## src/rtl/erc_pkg.sv

```systemverilog
// erc_pkg: shared constants and types for the ellipse region classifier
// no dependencies
package erc_pkg;
  localparam int unsigned NumEntriesDefault = 6;
  localparam int unsigned CoordWidthDefault = 20;
  localparam int unsigned RotWidth          = 16;
  localparam int unsigned RegionWidth       = 3;
  localparam int unsigned IndexWidth        = 3;

  localparam logic ActLoad     = 1'b0;
  localparam logic ActClassify = 1'b1;

  // status from the serial tester to the sequencer
  typedef struct packed {
    logic done;
    logic hit;
  } test_status_t;
endpackage

```

## src/rtl/erc_serial_mul.sv

```systemverilog
// erc_serial_mul: unsigned shift-and-add multiplier, one multiplier bit per cycle
// depends on nothing
module erc_serial_mul #(
  parameter int unsigned AW = 32,
  parameter int unsigned BW = 32
) (
  input  logic               clk_i,
  input  logic               rst_ni,
  input  logic               start_i,
  input  logic [AW-1:0]      a_i,
  input  logic [BW-1:0]      b_i,
  output logic               done_o,
  output logic [AW+BW-1:0]   prod_o
);
  localparam int unsigned CW = $clog2(BW + 1);
  logic [AW+BW-1:0] acc_q, acc_d, mcand_q, mcand_d;
  logic [BW-1:0]    mplr_q, mplr_d;
  logic [CW-1:0]    cnt_q, cnt_d;
  logic             busy_q, busy_d, done_q, done_d;

  always_comb begin
    acc_d = acc_q; mcand_d = mcand_q; mplr_d = mplr_q;
    cnt_d = cnt_q; busy_d = busy_q; done_d = 1'b0;
    if (start_i) begin
      acc_d   = '0;
      mcand_d = {{BW{1'b0}}, a_i};
      mplr_d  = b_i;
      cnt_d   = CW'(BW);
      busy_d  = 1'b1;
    end else if (busy_q) begin
      if (mplr_q[0]) acc_d = acc_q + mcand_q;
      mcand_d = mcand_q << 1;
      mplr_d  = mplr_q >> 1;
      cnt_d   = cnt_q - 1'b1;
      if (cnt_q == CW'(1)) begin
        busy_d = 1'b0;
        done_d = 1'b1;
      end
    end
  end

  always_ff @(posedge clk_i or negedge rst_ni) begin
    if (!rst_ni) begin
      busy_q <= 1'b0;
      done_q <= 1'b0;
      cnt_q  <= '0;
    end else begin
      busy_q <= busy_d;
      done_q <= done_d;
      cnt_q  <= cnt_d;
    end
  end

  always_ff @(posedge clk_i) begin
    acc_q <= acc_d; mcand_q <= mcand_d; mplr_q <= mplr_d;
  end

  assign done_o = done_q;
  assign prod_o = acc_q;
endmodule

```

## src/rtl/erc_tester.sv

```systemverilog
// erc_tester: exact point-in-ellipse test for one entry, built on one serial multiplier
// depends on erc_pkg and erc_serial_mul
module erc_tester #(
  parameter int unsigned CoordWidth = erc_pkg::CoordWidthDefault
) (
  input  logic                          clk_i,
  input  logic                          rst_ni,
  input  logic                          start_i,
  input  logic signed [CoordWidth-1:0]  px_i,
  input  logic signed [CoordWidth-1:0]  py_i,
  input  logic signed [CoordWidth-1:0]  cx_i,
  input  logic signed [CoordWidth-1:0]  cy_i,
  input  logic        [CoordWidth-2:0]  w_i,
  input  logic        [CoordWidth-2:0]  h_i,
  input  logic signed [erc_pkg::RotWidth-1:0] cos_i,
  input  logic signed [erc_pkg::RotWidth-1:0] sin_i,
  output erc_pkg::test_status_t         status_o
);
  import erc_pkg::*;
  localparam int unsigned DW = CoordWidth + 1;         // dx, dy magnitude
  localparam int unsigned PW = DW + RotWidth;           // one product
  localparam int unsigned UW = PW + 1;                  // |u|, |t|
  localparam int unsigned AW = CoordWidth - 1;
  localparam int unsigned QW = 2 * UW;                  // u^2
  localparam int unsigned MW = 2 * UW + 2 * AW;         // u^2 h^2
  localparam int unsigned OW = MW + 3;                  // 4(...) and rhs with 2^30 slack
  localparam int unsigned RW = 4 * AW + 30;
  localparam int unsigned LW = (OW > RW) ? OW : RW;
  localparam int unsigned XW = (UW > 2 * AW) ? UW : 2 * AW; // multiplicand width
  localparam int unsigned YW = QW;                       // multiplier width

  // each multiply step multiplies two operands, taken from registers or from the entry inputs
  typedef enum logic [13:0] {
    S_IDLE = 14'b00000000000001, S_CD   = 14'b00000000000010,
    S_SDY  = 14'b00000000000100, S_SDX  = 14'b00000000001000,
    S_CDY  = 14'b00000000010000, S_UU   = 14'b00000000100000,
    S_TT   = 14'b00000001000000, S_HH   = 14'b00000010000000,
    S_WW   = 14'b00000100000000, S_UH   = 14'b00001000000000,
    S_TW   = 14'b00010000000000, S_RR   = 14'b00100000000000,
    S_CMP  = 14'b01000000000000, S_DONE = 14'b10000000000000
  } tst_state_e;

  tst_state_e st_q, st_d;
  logic signed [DW-1:0] dx_q, dy_q;
  logic signed [UW-1:0] u_q, t_q;
  logic [QW-1:0] uu_q, tt_q;
  logic [2*AW-1:0] hh_q, ww_q;
  logic [LW-1:0] lhs_q, rhs_q;
  logic inside_q;
  logic mstart;
  logic [XW-1:0] ma;
  logic [YW-1:0] mb;
  logic mdone;
  logic [XW+YW-1:0] mp;
  logic neg_q;
  logic signed [PW:0] sp;

  erc_serial_mul #(.AW(XW), .BW(YW)) u_mul (
    .clk_i, .rst_ni, .start_i(mstart), .a_i(ma), .b_i(mb), .done_o(mdone), .prod_o(mp)
  );

  function automatic logic [DW-1:0] mag_d(input logic signed [DW-1:0] v);
    mag_d = v[DW-1] ? DW'(-v) : v;
  endfunction
  function automatic logic [RotWidth:0] mag_r(input logic signed [RotWidth-1:0] v);
    mag_r = v[RotWidth-1] ? (RotWidth+1)'(-{v[RotWidth-1], v}) : {1'b0, v};
  endfunction
  function automatic logic [UW-1:0] mag_u(input logic signed [UW-1:0] v);
    mag_u = v[UW-1] ? UW'(-v) : v;
  endfunction

  // operand selection per step
  always_comb begin
    ma = '0; mb = '0;
    unique case (st_q)
      S_CD:  begin ma = XW'(mag_d(dx_q)); mb = YW'(mag_r(cos_i)); end
      S_SDY: begin ma = XW'(mag_d(dy_q)); mb = YW'(mag_r(sin_i)); end
      S_SDX: begin ma = XW'(mag_d(dx_q)); mb = YW'(mag_r(sin_i)); end
      S_CDY: begin ma = XW'(mag_d(dy_q)); mb = YW'(mag_r(cos_i)); end
      S_UU:  begin ma = XW'(mag_u(u_q)); mb = YW'(mag_u(u_q)); end
      S_TT:  begin ma = XW'(mag_u(t_q)); mb = YW'(mag_u(t_q)); end
      S_HH:  begin ma = XW'(h_i); mb = YW'(h_i); end
      S_WW:  begin ma = XW'(w_i); mb = YW'(w_i); end
      S_UH:  begin ma = XW'(hh_q); mb = uu_q; end
      S_TW:  begin ma = XW'(ww_q); mb = tt_q; end
      S_RR:  begin ma = XW'(hh_q); mb = YW'(ww_q); end
      default: begin ma = '0; mb = '0; end
    endcase
  end

  // signed product of the current step (sign from operand signs, flipped for the subtracted c*dy)
  always_comb begin
    logic [PW:0] pm;
    pm = (PW+1)'(mp);
    sp = neg_q ? -$signed(pm) : $signed(pm);
  end

  always_comb begin
    st_d = st_q;
    unique case (st_q)
      S_IDLE: if (start_i) st_d = S_CD;
      S_CD, S_SDY, S_SDX, S_CDY, S_UU, S_TT, S_HH, S_WW, S_UH, S_TW, S_RR: ;
      S_CMP:  st_d = S_DONE;
      S_DONE: st_d = S_IDLE;
      default: st_d = S_IDLE;
    endcase
    if (mdone) begin
      unique case (st_q)
        S_CD:  st_d = S_SDY;
        S_SDY: st_d = S_SDX;
        S_SDX: st_d = S_CDY;
        S_CDY: st_d = S_UU;
        S_UU:  st_d = S_TT;
        S_TT:  st_d = S_HH;
        S_HH:  st_d = S_WW;
        S_WW:  st_d = S_UH;
        S_UH:  st_d = S_TW;
        S_TW:  st_d = S_RR;
        S_RR:  st_d = S_CMP;
        default: st_d = st_q;
      endcase
    end
  end

  // launch a multiply on entry into each multiply step
  logic go_q;
  assign mstart = go_q;

  always_ff @(posedge clk_i or negedge rst_ni) begin
    if (!rst_ni) begin
      st_q <= S_IDLE;
      go_q <= 1'b0;
    end else begin
      st_q <= st_d;
      go_q <= (st_d != st_q) && (st_d != S_CMP) && (st_d != S_DONE) && (st_d != S_IDLE);
    end
  end

  always_ff @(posedge clk_i) begin
    if (st_q == S_IDLE && start_i) begin
      dx_q <= {px_i[CoordWidth-1], px_i} - {cx_i[CoordWidth-1], cx_i};
      dy_q <= {py_i[CoordWidth-1], py_i} - {cy_i[CoordWidth-1], cy_i};
    end
    if (go_q) begin
      unique case (st_q)
        S_CD:  neg_q <= dx_q[DW-1] ^ cos_i[RotWidth-1];
        S_SDY: neg_q <= dy_q[DW-1] ^ sin_i[RotWidth-1];
        S_SDX: neg_q <= dx_q[DW-1] ^ sin_i[RotWidth-1];
        S_CDY: neg_q <= ~(dy_q[DW-1] ^ cos_i[RotWidth-1]);
        default: neg_q <= 1'b0;
      endcase
    end
    if (mdone) begin
      unique case (st_q)
        S_CD:  u_q <= UW'(sp);
        S_SDY: u_q <= u_q + UW'(sp);
        S_SDX: t_q <= UW'(sp);
        S_CDY: t_q <= t_q + UW'(sp);
        S_UU:  uu_q <= QW'(mp);
        S_TT:  tt_q <= QW'(mp);
        S_HH:  hh_q <= (2*AW)'(mp);
        S_WW:  ww_q <= (2*AW)'(mp);
        S_UH:  lhs_q <= LW'(mp);
        S_TW:  lhs_q <= (lhs_q + LW'(mp)) << 2;
        S_RR:  rhs_q <= LW'(mp) << 30;
        default: ;
      endcase
    end
    if (st_q == S_CMP) inside_q <= lhs_q < rhs_q;
  end

  assign status_o.done = (st_q == S_DONE);
  assign status_o.hit  = inside_q;

  a_done_from_cmp: assert property (@(posedge clk_i) disable iff (!rst_ni)
    (st_q == S_DONE) |-> $past(st_q == S_CMP)) else $error("done without compare");
  a_one_start: assert property (@(posedge clk_i) disable iff (!rst_ni)
    go_q |=> !go_q) else $error("double multiply launch");
  a_idle_quiet: assert property (@(posedge clk_i) disable iff (!rst_ni)
    (st_q == S_IDLE) |-> !mdone) else $error("multiplier done while idle");
endmodule

```

## src/rtl/ellipse_region_classifier.sv

```systemverilog
// ellipse_region_classifier: top level, entry table, scan sequencer and output register
// depends on erc_pkg and erc_tester
//
// usage
//   s_axis: one request per item. tuser = action (0 load, 1 classify),
//   tdata carries entry_index, point_x, point_y, center_x, center_y,
//   full_width, full_height, rot_cos, rot_sin packed from bit 0 up
//   load requests give no result and leave the block ready for the next request
//   classify requests scan valid entries in order, stopping at the first hit
//   m_axis: tdata = region (first containing entry, NUM_ENTRIES if none)
// scan
//   each tested entry runs eleven serial multiplies on one shared shift-add
//   multiplier, plus a launch and a compare; a skipped invalid entry runs no
//   multiply; the result goes to the output register once the scan ends
//   one request is in flight at a time; the next is taken the cycle after
//   the result has left the output register
// reset
//   clears all valid bits and control, so no entry matches until loaded
// stall
//   a result waits in the output register while m_axis_tready is low; a new
//   request is not taken until that result has left
module ellipse_region_classifier #(
  parameter int unsigned NUM_ENTRIES = erc_pkg::NumEntriesDefault,
  parameter int unsigned COORD_WIDTH = erc_pkg::CoordWidthDefault
) (
  input  logic clk_i,
  input  logic rst_ni,
  input  logic s_axis_tvalid,
  output logic s_axis_tready,
  // tdata: entry_index, point_x, point_y, center_x, center_y, full_width,
  // full_height, rot_cos, rot_sin, zero fill to whole bytes
  input  logic [((erc_pkg::IndexWidth + 6*COORD_WIDTH - 2 + 2*erc_pkg::RotWidth + 7)/8)*8-1:0]
               s_axis_tdata,
  input  logic s_axis_tuser,   // tuser: action
  output logic m_axis_tvalid,
  input  logic m_axis_tready,
  output logic [7:0] m_axis_tdata  // tdata: region, zero fill
);
  import erc_pkg::*;
  localparam int unsigned CW = COORD_WIDTH;
  localparam int unsigned AW = CW - 1;
  localparam int unsigned EW = (NUM_ENTRIES > 1) ? $clog2(NUM_ENTRIES) : 1;
  // field offsets in tdata
  localparam int unsigned OPx = IndexWidth;
  localparam int unsigned OPy = OPx + CW;
  localparam int unsigned OCx = OPy + CW;
  localparam int unsigned OCy = OCx + CW;
  localparam int unsigned OW_ = OCy + CW;
  localparam int unsigned OH  = OW_ + AW;
  localparam int unsigned OC  = OH + AW;
  localparam int unsigned OS  = OC + RotWidth;

  typedef enum logic [3:0] {
    T_IDLE = 4'b0001, T_SCAN = 4'b0010, T_WAIT = 4'b0100, T_OUT = 4'b1000
  } top_state_e;

  top_state_e st_q, st_d;
  logic [NUM_ENTRIES-1:0] valid_q;
  logic signed [CW-1:0] tcx_q [NUM_ENTRIES];
  logic signed [CW-1:0] tcy_q [NUM_ENTRIES];
  logic [AW-1:0] tw_q [NUM_ENTRIES];
  logic [AW-1:0] th_q [NUM_ENTRIES];
  logic signed [RotWidth-1:0] tc_q [NUM_ENTRIES];
  logic signed [RotWidth-1:0] ts_q [NUM_ENTRIES];
  logic signed [CW-1:0] px_q, py_q;
  logic [EW:0] k_q, k_d;              // scan index, reaches NUM_ENTRIES
  logic [RegionWidth-1:0] region_q, region_d;
  logic tstart;
  test_status_t tst;
  logic in_acc, out_acc;
  logic [IndexWidth-1:0] widx;

  assign s_axis_tready = (st_q == T_IDLE);
  assign in_acc  = s_axis_tvalid && s_axis_tready;
  assign out_acc = m_axis_tvalid && m_axis_tready;
  assign widx    = s_axis_tdata[IndexWidth-1:0];

  erc_tester #(.CoordWidth(CW)) u_tst (
    .clk_i, .rst_ni, .start_i(tstart),
    .px_i(px_q), .py_i(py_q),
    .cx_i(tcx_q[k_q[EW-1:0]]), .cy_i(tcy_q[k_q[EW-1:0]]),
    .w_i(tw_q[k_q[EW-1:0]]), .h_i(th_q[k_q[EW-1:0]]),
    .cos_i(tc_q[k_q[EW-1:0]]), .sin_i(ts_q[k_q[EW-1:0]]),
    .status_o(tst)
  );

  always_comb begin
    st_d = st_q; k_d = k_q; region_d = region_q; tstart = 1'b0;
    unique case (st_q)
      T_IDLE: if (in_acc && s_axis_tuser == ActClassify) begin
        k_d = '0;
        st_d = T_SCAN;
      end
      T_SCAN: begin
        // skip invalid entries, launch a test on a valid one, report no hit after the last
        if (k_q == (EW+1)'(NUM_ENTRIES)) begin
          region_d = RegionWidth'(NUM_ENTRIES);
          st_d = T_OUT;
        end else if (valid_q[k_q[EW-1:0]]) begin
          tstart = 1'b1;
          st_d = T_WAIT;
        end else begin
          k_d = k_q + 1'b1;
        end
      end
      T_WAIT: if (tst.done) begin
        if (tst.hit) begin
          region_d = RegionWidth'(k_q);
          st_d = T_OUT;
        end else begin
          k_d = k_q + 1'b1;
          st_d = T_SCAN;
        end
      end
      T_OUT: if (out_acc) st_d = T_IDLE;
      default: st_d = T_IDLE;
    endcase
  end

  always_ff @(posedge clk_i or negedge rst_ni) begin
    if (!rst_ni) begin
      st_q    <= T_IDLE;
      valid_q <= '0;
      k_q     <= '0;
    end else begin
      st_q <= st_d;
      k_q  <= k_d;
      if (in_acc && s_axis_tuser == ActLoad && widx < IndexWidth'(NUM_ENTRIES))
        valid_q[widx[EW-1:0]] <= 1'b1;
    end
  end

  always_ff @(posedge clk_i) begin
    region_q <= region_d;
    if (in_acc && s_axis_tuser == ActClassify) begin
      px_q <= s_axis_tdata[OPx +: CW];
      py_q <= s_axis_tdata[OPy +: CW];
    end
    if (in_acc && s_axis_tuser == ActLoad && widx < IndexWidth'(NUM_ENTRIES)) begin
      tcx_q[widx[EW-1:0]] <= s_axis_tdata[OCx +: CW];
      tcy_q[widx[EW-1:0]] <= s_axis_tdata[OCy +: CW];
      tw_q[widx[EW-1:0]]  <= s_axis_tdata[OW_ +: AW];
      th_q[widx[EW-1:0]]  <= s_axis_tdata[OH +: AW];
      tc_q[widx[EW-1:0]]  <= s_axis_tdata[OC +: RotWidth];
      ts_q[widx[EW-1:0]]  <= s_axis_tdata[OS +: RotWidth];
    end
  end

  assign m_axis_tvalid = (st_q == T_OUT);
  assign m_axis_tdata  = {{(8-RegionWidth){1'b0}}, region_q};

  a_out_holds: assert property (@(posedge clk_i) disable iff (!rst_ni)
    (m_axis_tvalid && !m_axis_tready) |=> (m_axis_tvalid && $stable(region_q)))
    else $error("result dropped under stall");
  a_no_take_busy: assert property (@(posedge clk_i) disable iff (!rst_ni)
    (st_q != T_IDLE) |-> !s_axis_tready) else $error("request taken while busy");
  a_region_range: assert property (@(posedge clk_i) disable iff (!rst_ni)
    m_axis_tvalid |-> (region_q <= RegionWidth'(NUM_ENTRIES))) else $error("bad region");
  a_hit_valid: assert property (@(posedge clk_i) disable iff (!rst_ni)
    (st_q == T_WAIT) |-> valid_q[k_q[EW-1:0]]) else $error("testing invalid entry");
endmodule

```

## config.mk

```make
export PLATFORM = sky130hd
export DESIGN_NAME = ellipse_region_classifier
export DESIGN_NICKNAME = d
export VERILOG_FILES = /design/src/rtl/erc_pkg.sv /design/src/rtl/erc_serial_mul.sv /design/src/rtl/erc_tester.sv /design/src/rtl/ellipse_region_classifier.sv
export SDC_FILE = /design/constraint.sdc
export NUM_CORES = 2
export LEC_CHECK = 0
export BUFFER_PORTS_ARGS = -buffer_cell sky130_fd_sc_hd__buf_2
export CORE_AREA = 2 2 382 384
export DETAILED_ROUTE_END_ITERATION = 10
export DIE_AREA = 0 0 384 386
export HOLD_SLACK_MARGIN = 0.02
export PLACE_DENSITY = 0.84
export SETUP_SLACK_MARGIN = 0.3
export SYNTH_ARGS = -nofsm -noshare
export SYNTH_HDL_FRONTEND = slang
export SYNTH_SLANG_ARGS = --single-unit
```

## constraint.sdc

```tcl
create_clock -name clk_i -period 11.2 [get_ports clk_i]
set_input_delay 1.12 -clock clk_i [delete_from_list [all_inputs] [get_ports clk_i]]
set_output_delay 1.12 -clock clk_i [all_outputs]
set_load 0.005 [all_outputs]
```

* Yosys cells after proc, flatten, opt, wreduce, memory -nomap -nowiden
Memories as Yosys holds them, arrays and structs flattened. Index checks and enable logic that the tools add are counted.
Storage, ports and cells: input bits 165, memory bits (read-only) 0, register bits 937, memories kept 6, RAM bits 660, word-level logic and storage cells 182, bits in latches 0
Memories:
- tcx_q | words 6, bits a word 20, read ports 1, clocked after memory_dff 0, wr ports 1, line ellipse_region_classifier.sv:59 | logic signed [CW-1:0] tcx_q [NUM_ENTRIES];
- tcy_q | words 6, bits a word 20, read ports 1, clocked after memory_dff 0, wr ports 1, line ellipse_region_classifier.sv:60 | logic signed [CW-1:0] tcy_q [NUM_ENTRIES];
- th_q | words 6, bits a word 19, read ports 1, clocked after memory_dff 0, wr ports 1, line ellipse_region_classifier.sv:62 | logic [AW-1:0] th_q [NUM_ENTRIES];
- tw_q | words 6, bits a word 19, read ports 1, clocked after memory_dff 0, wr ports 1, line ellipse_region_classifier.sv:61 | logic [AW-1:0] tw_q [NUM_ENTRIES];
- tc_q | words 6, bits a word 16, read ports 1, clocked after memory_dff 0, wr ports 1, line ellipse_region_classifier.sv:63 | logic signed [RotWidth-1:0] tc_q [NUM_ENTRIES];
- ts_q | words 6, bits a word 16, read ports 1, clocked after memory_dff 0, wr ports 1, line ellipse_region_classifier.sv:64 | logic signed [RotWidth-1:0] ts_q [NUM_ENTRIES];
Operators by class: equal/unequal tests 33, add/sub/neg operators 15, reduce and logical (&&, ||, !) cells 34, bitwise logic cells 7, shift-type cells 0, muxes and demuxes 55, multipliers 0, divide/modulo/power cells 0, order comparisons 5
Operator list (count):
- 76-bit one-hot mux with 9 select lines | 1
- 38-bit one-hot mux with 8 select lines | 1
- 117-bit one-hot mux with 2 select lines | 1
- 38-bit two-way mux | 5
- 14-bit one-hot mux with 11 select lines | 1
- 76-bit two-way mux | 2
- 38-bit one-hot mux with 2 select lines | 2
- 117-bit < comparator | 1
- 115-bit by 114-bit adder with 115-bit output | 1
- 114-bit adder | 1
- 38-bit negator | 3
- 38-bit adder | 2
- 4-bit two-way mux | 11
- 21-bit two-way mux | 2
- 21-bit negator | 2
- 14-bit one-hot mux with 3 select lines | 1
- 20-bit by 20-bit subtractor with 21-bit output | 2
- 17-bit two-way mux | 2
- 17-bit negator | 2
- 14-bit two-way mux | 2
- 2-bit AND reduction | 9
- 4-bit one-hot mux with 4 select lines | 1
- 14-bit by 1-bit equality test with 1-bit output (second input constant) | 1
- 14-bit by 10-bit equality test with 1-bit output (second input constant) | 1
- other kinds (47) | 92

* Logic depth before layout (Yosys ltp)
depth after elaboration 12, mapped depth 25

* Cells and area by module
Synthesis repeated with hierarchy kept, for this count alone.
Second synthesis, totals: cells, all modules 7540, area, all modules 85668.4 um2
By module, submodules not included:
- erc_tester | cells an instance 4148, times used 1, area each 40143.5 um2, sequential area each 16952.5 um2
- ellipse_region_classifier | cells an instance 1288, times used 1, area each 26788.2 um2, sequential area each 21461.8 um2
- erc_serial_mul | cells an instance 2104, times used 1, area each 18736.7 um2, sequential area each 7452.1 um2

* Least setup slack after synthesis
No wires, ideal clock.
kind reg-to-reg, from register st_q[0], to register valid_q[0], arrival time 10326 ps, slack 758 ps, cell stages (with the launch flop) 6, setup time 116 ps, period minus slack after synthesis 10442 ps, cell sequence dfstp_2 nor4b_1 nand2_1 nor3_1 nor3b_1 or2_2
Between the ends: cells in the longest elaborated chain, start to end 4
RTL lines:
- from (decl) | line ellipse_region_classifier.sv:57 | top_state_e st_q, st_d;
- from (signal assigned) | line ellipse_region_classifier.sv:126 | st_q <= st_d;
- 4-bit by 1-bit equality test with 1-bit output | line ellipse_region_classifier.sv:73 | assign s_axis_tready = (st_q == T_IDLE);
- via s_axis_tready | line ellipse_region_classifier.sv:29 | output logic s_axis_tready,
- 1-bit logical AND | line ellipse_region_classifier.sv:74 | assign in_acc = s_axis_tvalid && s_axis_tready;
- 1-bit logical AND (2 in series) | line ellipse_region_classifier.sv:128 | if (in_acc && s_axis_tuser == ActLoad && widx < IndexWidth'(NUM_ENTRIES))
- to (signal assigned) | line ellipse_region_classifier.sv:123 | valid_q <= '0;
- to (signal, indexed assignment) | line ellipse_region_classifier.sv:129 | valid_q[widx[EW-1:0]] <= 1'b1;
- to (decl) | line ellipse_region_classifier.sv:58 | logic [NUM_ENTRIES-1:0] valid_q;
The timed path passes the listed nets, and every way through them passes these cells. A chain may end at the register's enable or synchronous reset.

* Worst setup path after layout
from register u_tst.u_mul.acc_q[1], in the netlist u_tst.u_mul.prod_o[1], to register u_tst.u_q[36] (data pin)
Between the ends: cells in the longest elaborated chain, start to end 4
RTL lines:
- from (decl) | line erc_serial_mul.sv:16 | logic [AW+BW-1:0] acc_q, acc_d, mcand_q, mcand_d;
- from (signal assigned) | line erc_serial_mul.sv:55 | acc_q <= acc_d; mcand_q <= mcand_d; mplr_q <= mplr_d;
- 38-bit negator | line erc_tester.sv:95 | sp = neg_q ? -$signed(pm) : $signed(pm);
- 38-bit two-way mux (*) | line erc_tester.sv:95
- 38-bit adder | line erc_tester.sv:156 | S_SDY: u_q <= u_q + UW'(sp);
- 38-bit one-hot mux with 2 select lines (*) | line erc_tester.sv:154 | unique case (st_q)
- to (signal assigned) | line erc_tester.sv:155 | S_CD: u_q <= UW'(sp);
- to (signal assigned) | line erc_tester.sv:156
- to (decl) | line erc_tester.sv:45 | logic signed [UW-1:0] u_q, t_q;
Every way passes the cells marked *; elsewhere a longest branch is shown, timed or not.

==> flow_summary_export.csv <==
group,metric,value,unit
sta,tns,0,ns
yosys,synthCells,7490,
sta,hold_violations,0,
clock_tree,cts-resized-gates,0,
sta,skew,0.05832,ns
setup_path,cp.required,11.75,ns
pwr,p_int,13.25,mW
route,wl_per_cell,24.63,µm
floorplan,die_w,384,µm
floorplan,initial_core_util,58.55,%
route,wirelength,236400,µm
yosys,synth_edf_count,1369,
route,drt_iter0_drc,7472,
setup_path,start_kind,"flop",
clock_tree,clkLatencyLatePin,0.84,ns
final_layout,final_cell_mix,"edfxtp_1, a21oi_1, nand2_1",
yosys,ys_warn_count,0,
setup_path,worstRegToRegCells,20,
placed_design,hpwl,161200,µm
final_layout,drive_gt1_share,9.224,%
route,drc,0,
pwr,p_per_area,226.7,nW/µm²
yosys,synth_area_per_cell,11.30,µm²
setup_path,critical_path_class,"flop to flop",
final_layout,final_common_cell,"edfxtp_1",
grt,grt_pass1_wl,359400,µm
sta,drv_slew,0,
sta,fmax,164.3,MHz
yosys,synth_cell_types,90,
grt,antenna_found_initial,18,
yosys,async_flop_share,2.379,%
clock_tree,cts_setup_buffers,0,
placed_design,dp_worst_setup_slack,5.157,ns
clock_tree,clk_path_buf_depth,3,
pwr,clock_power_share,26.1,%
clock_tree,cts_hold_buffers,0,
route,drtPass1Iterations,7,
pwr,p_sw_share,36.99,%
yosys,yosysSeqAreaShare,54.21,%
status,status,"finished, final reports clean",
floorplan,dieArea,148200,µm²
floorplan,ioPinCount,175,
sta,max_slew.worst_pin.slew,1.217,ns
hold_path,hold_class,"input pin to flop",
grt,grt_max_degree,203,
floorplan,die_h,386,µm
yosys,synth_top_area_cell,"edfxtp_1",
pwr,pwr-share-comb,36.9,%
clock_tree,clk_pin_slew,0.07,ns
hold_path,hold-path-cell-count,1,
grt,grt_util_all_layers,31.46,%
grt,gr-total-overflow,0,
setup_path,cp.arrival,6.64,ns
route,vias,62940,
yosys,yosysTopAreaCellShare,48.58,%
sta,final.setup.worst_slack,5.114,ns
flow_run,maxCapViolations,0,
floorplan,core,144500,µm²
sta,rsz0062_at_grt,"false",
floorplan,rows,140,
sta,finalCritPeriodShare,54.34,%
clock_tree,cts_tree,"built",
clock_tree,cts_buffers,160,
grt,grt_pass1_vias,60250,
pwr,p_leak,34.70,nW
clock_tree,ctsHtreeMaxLevel,4,
yosys,mappedNetlistArea,84610,µm²
final_layout,area_delta_synth_final,9.591,%
setup_path,cp_max_fo,10,
route,vias_per_cell,6.555,
route,ant_nets,0,
clock_tree,cts.sinks,1597,
pwr,power.switching,7.776,mW
sta,setup_viol,0,
placed_design,gp_congestion,0.9779,
yosys,synthTopCellsByArea,"edfxtp_1, ha_1, dfxtp_1, a21oi_1, xnor2_1",
pwr,seq_power_share,37.1,%
final_layout,fin_nets,8165,
final_layout,final.fill_count,10550,
setup_path,end_kind,"flop",
sta,fin_crit,6.086,ns
clock_tree,root_buffer,"clkbuf_16",
yosys,synth-main-ff-cell,"edfxtp_1",
pwr,irDropWorstVdd,201.3,µV
sta,relSlewSlack,17.83,%
yosys,ys_ff_latch,1597,
placed_design,numPortBuffers,162,
## per-stage QoR
stage	util (%)	power, mW	cells	instance area [µm²]	hold slack (ns)
4_1_cts	64.15	20.88	9593	92710	0.4005
6_report	64.17	21.02	9601	92730	0.4419
5_1_grt	64.16	21.99	9595	92710	0.4276
3_3_place_gp	60.42	15.20	9305	87310	0.4490
2_1_floorplan	-	13.28	7494	84630	0.4337
3_5_place_dp	60.42	15.37	9305	87310	0.4580
## power groups by stage
stage / clock [mW] / sequential [mW] / combinational [mW]
finish: 5.48 / 7.79 / 7.75
global route: 5.73 / 7.83 / 8.43
CTS: 5.52 / 7.77 / 7.59
detailed placement: 0 / 7.89 / 7.48
global placement: 0 / 7.86 / 7.33
floorplan: 0 / 7.66 / 5.62
## Yosys cell counts, drive strengths merged, types with 73 or more instances
master	n
xnor2	289
nand4	135
dfxtp	190
edfxtp	1369
inv	238
a21o	179
nor3	90
o21bai	73
mux2i	194
ha	444
nand2	673
a21oi	698
xor2	195
o21ai	512
clkbuf	293
mux4	111
nor2	638
## cells by family after synthesis
family	count (synthesis)	share of synthesized area (%)
and+or+nand+nor	1974	10.69
other	1	0.004432
muxes	312	5.343
AOI/OAI and AO/OA	2068	15.27
DFF	1597	54.21
buffers and inverters	604	2.761
adders and majority gates	450	6.707
xor gates and xnor gates	484	5.019
## routing by layer
metal / vias to the layer above / GRT usage, % / routed length [µm] / share of wire [%]
met5: - / 0 / 127 / 0.054
met4: 20 / 12.51 / 9848 / 4.2
met3: 568 / 5.886 / 23220 / 9.8
met2: 3435 / 49.76 / 108700 / 46
met1: 30550 / 43.09 / 94530 / 40
li1: 28360 / - / - / -
## layout make-up
class,count,area [µm²],area share (%)
clock inverter,92,1151,1.241
tap,1917,2399,2.587
antenna,8,20.02,0.02159
multi-input combinational,5293,36570,39.43
inverter,239,899.6,0.9702
sequential,1597,45890,49.48
clock buffer,196,4244,4.577
timing repair buffer,259,1564,1.687
## worst max-delay path: stages, from the launching register on
cell and delay, ns:
dfxtp_1 0.45, inv_1 0.28, ha_1 0.21, nand2_1 0.06, or3_1 0.32, or3_1 0.42, o31ai_1 0.29, xnor2_1 0.31
ha_1 0.39, nand3_1 0.12, nor2_1 0.07, o211ai_1 0.14, a31oi_1 0.20, o41ai_1 0.39, nand2_1 0.20, and4_1 0.25
o41ai_1 0.85, o31ai_1 0.24, o41ai_1 0.37, xor2_1 0.18, a21oi_1 0.08
## sequential cells by signal, summed over array words and instances (netlist names), 76 cells and up
register             count
u_tst.tt_q              76
tw_q                   114
tcx_q                  120
u_tst.lhs_q            117
u_tst.u_mul.mcand_q    114
ts_q                    96
tc_q                    96
u_tst.u_mul.mplr_q      76
u_tst.uu_q              76
th_q                   114
u_tst.rhs_q             87
tcy_q                  120
u_tst.u_mul.prod_o     114
## worst paths after layout
path	startpoint	slack [ns]	end
worst min-delay path	s_axis_tdata[37]	0.44	py_q[14]
worst max-delay path	u_tst.u_mul.prod_o[1]	5.11	u_tst.u_q[36]
max in group asynchronous	rst_ni	9.96	k_q[2]
worst min register to register	valid_q[3]	0.48	valid_q[3]
worst max register to register	u_tst.u_mul.prod_o[1]	5.11	u_tst.u_q[36]
min in group asynchronous	rst_ni	0.45	u_tst.st_q[7]
Note: power is estimated with default switching activity, not from simulation.
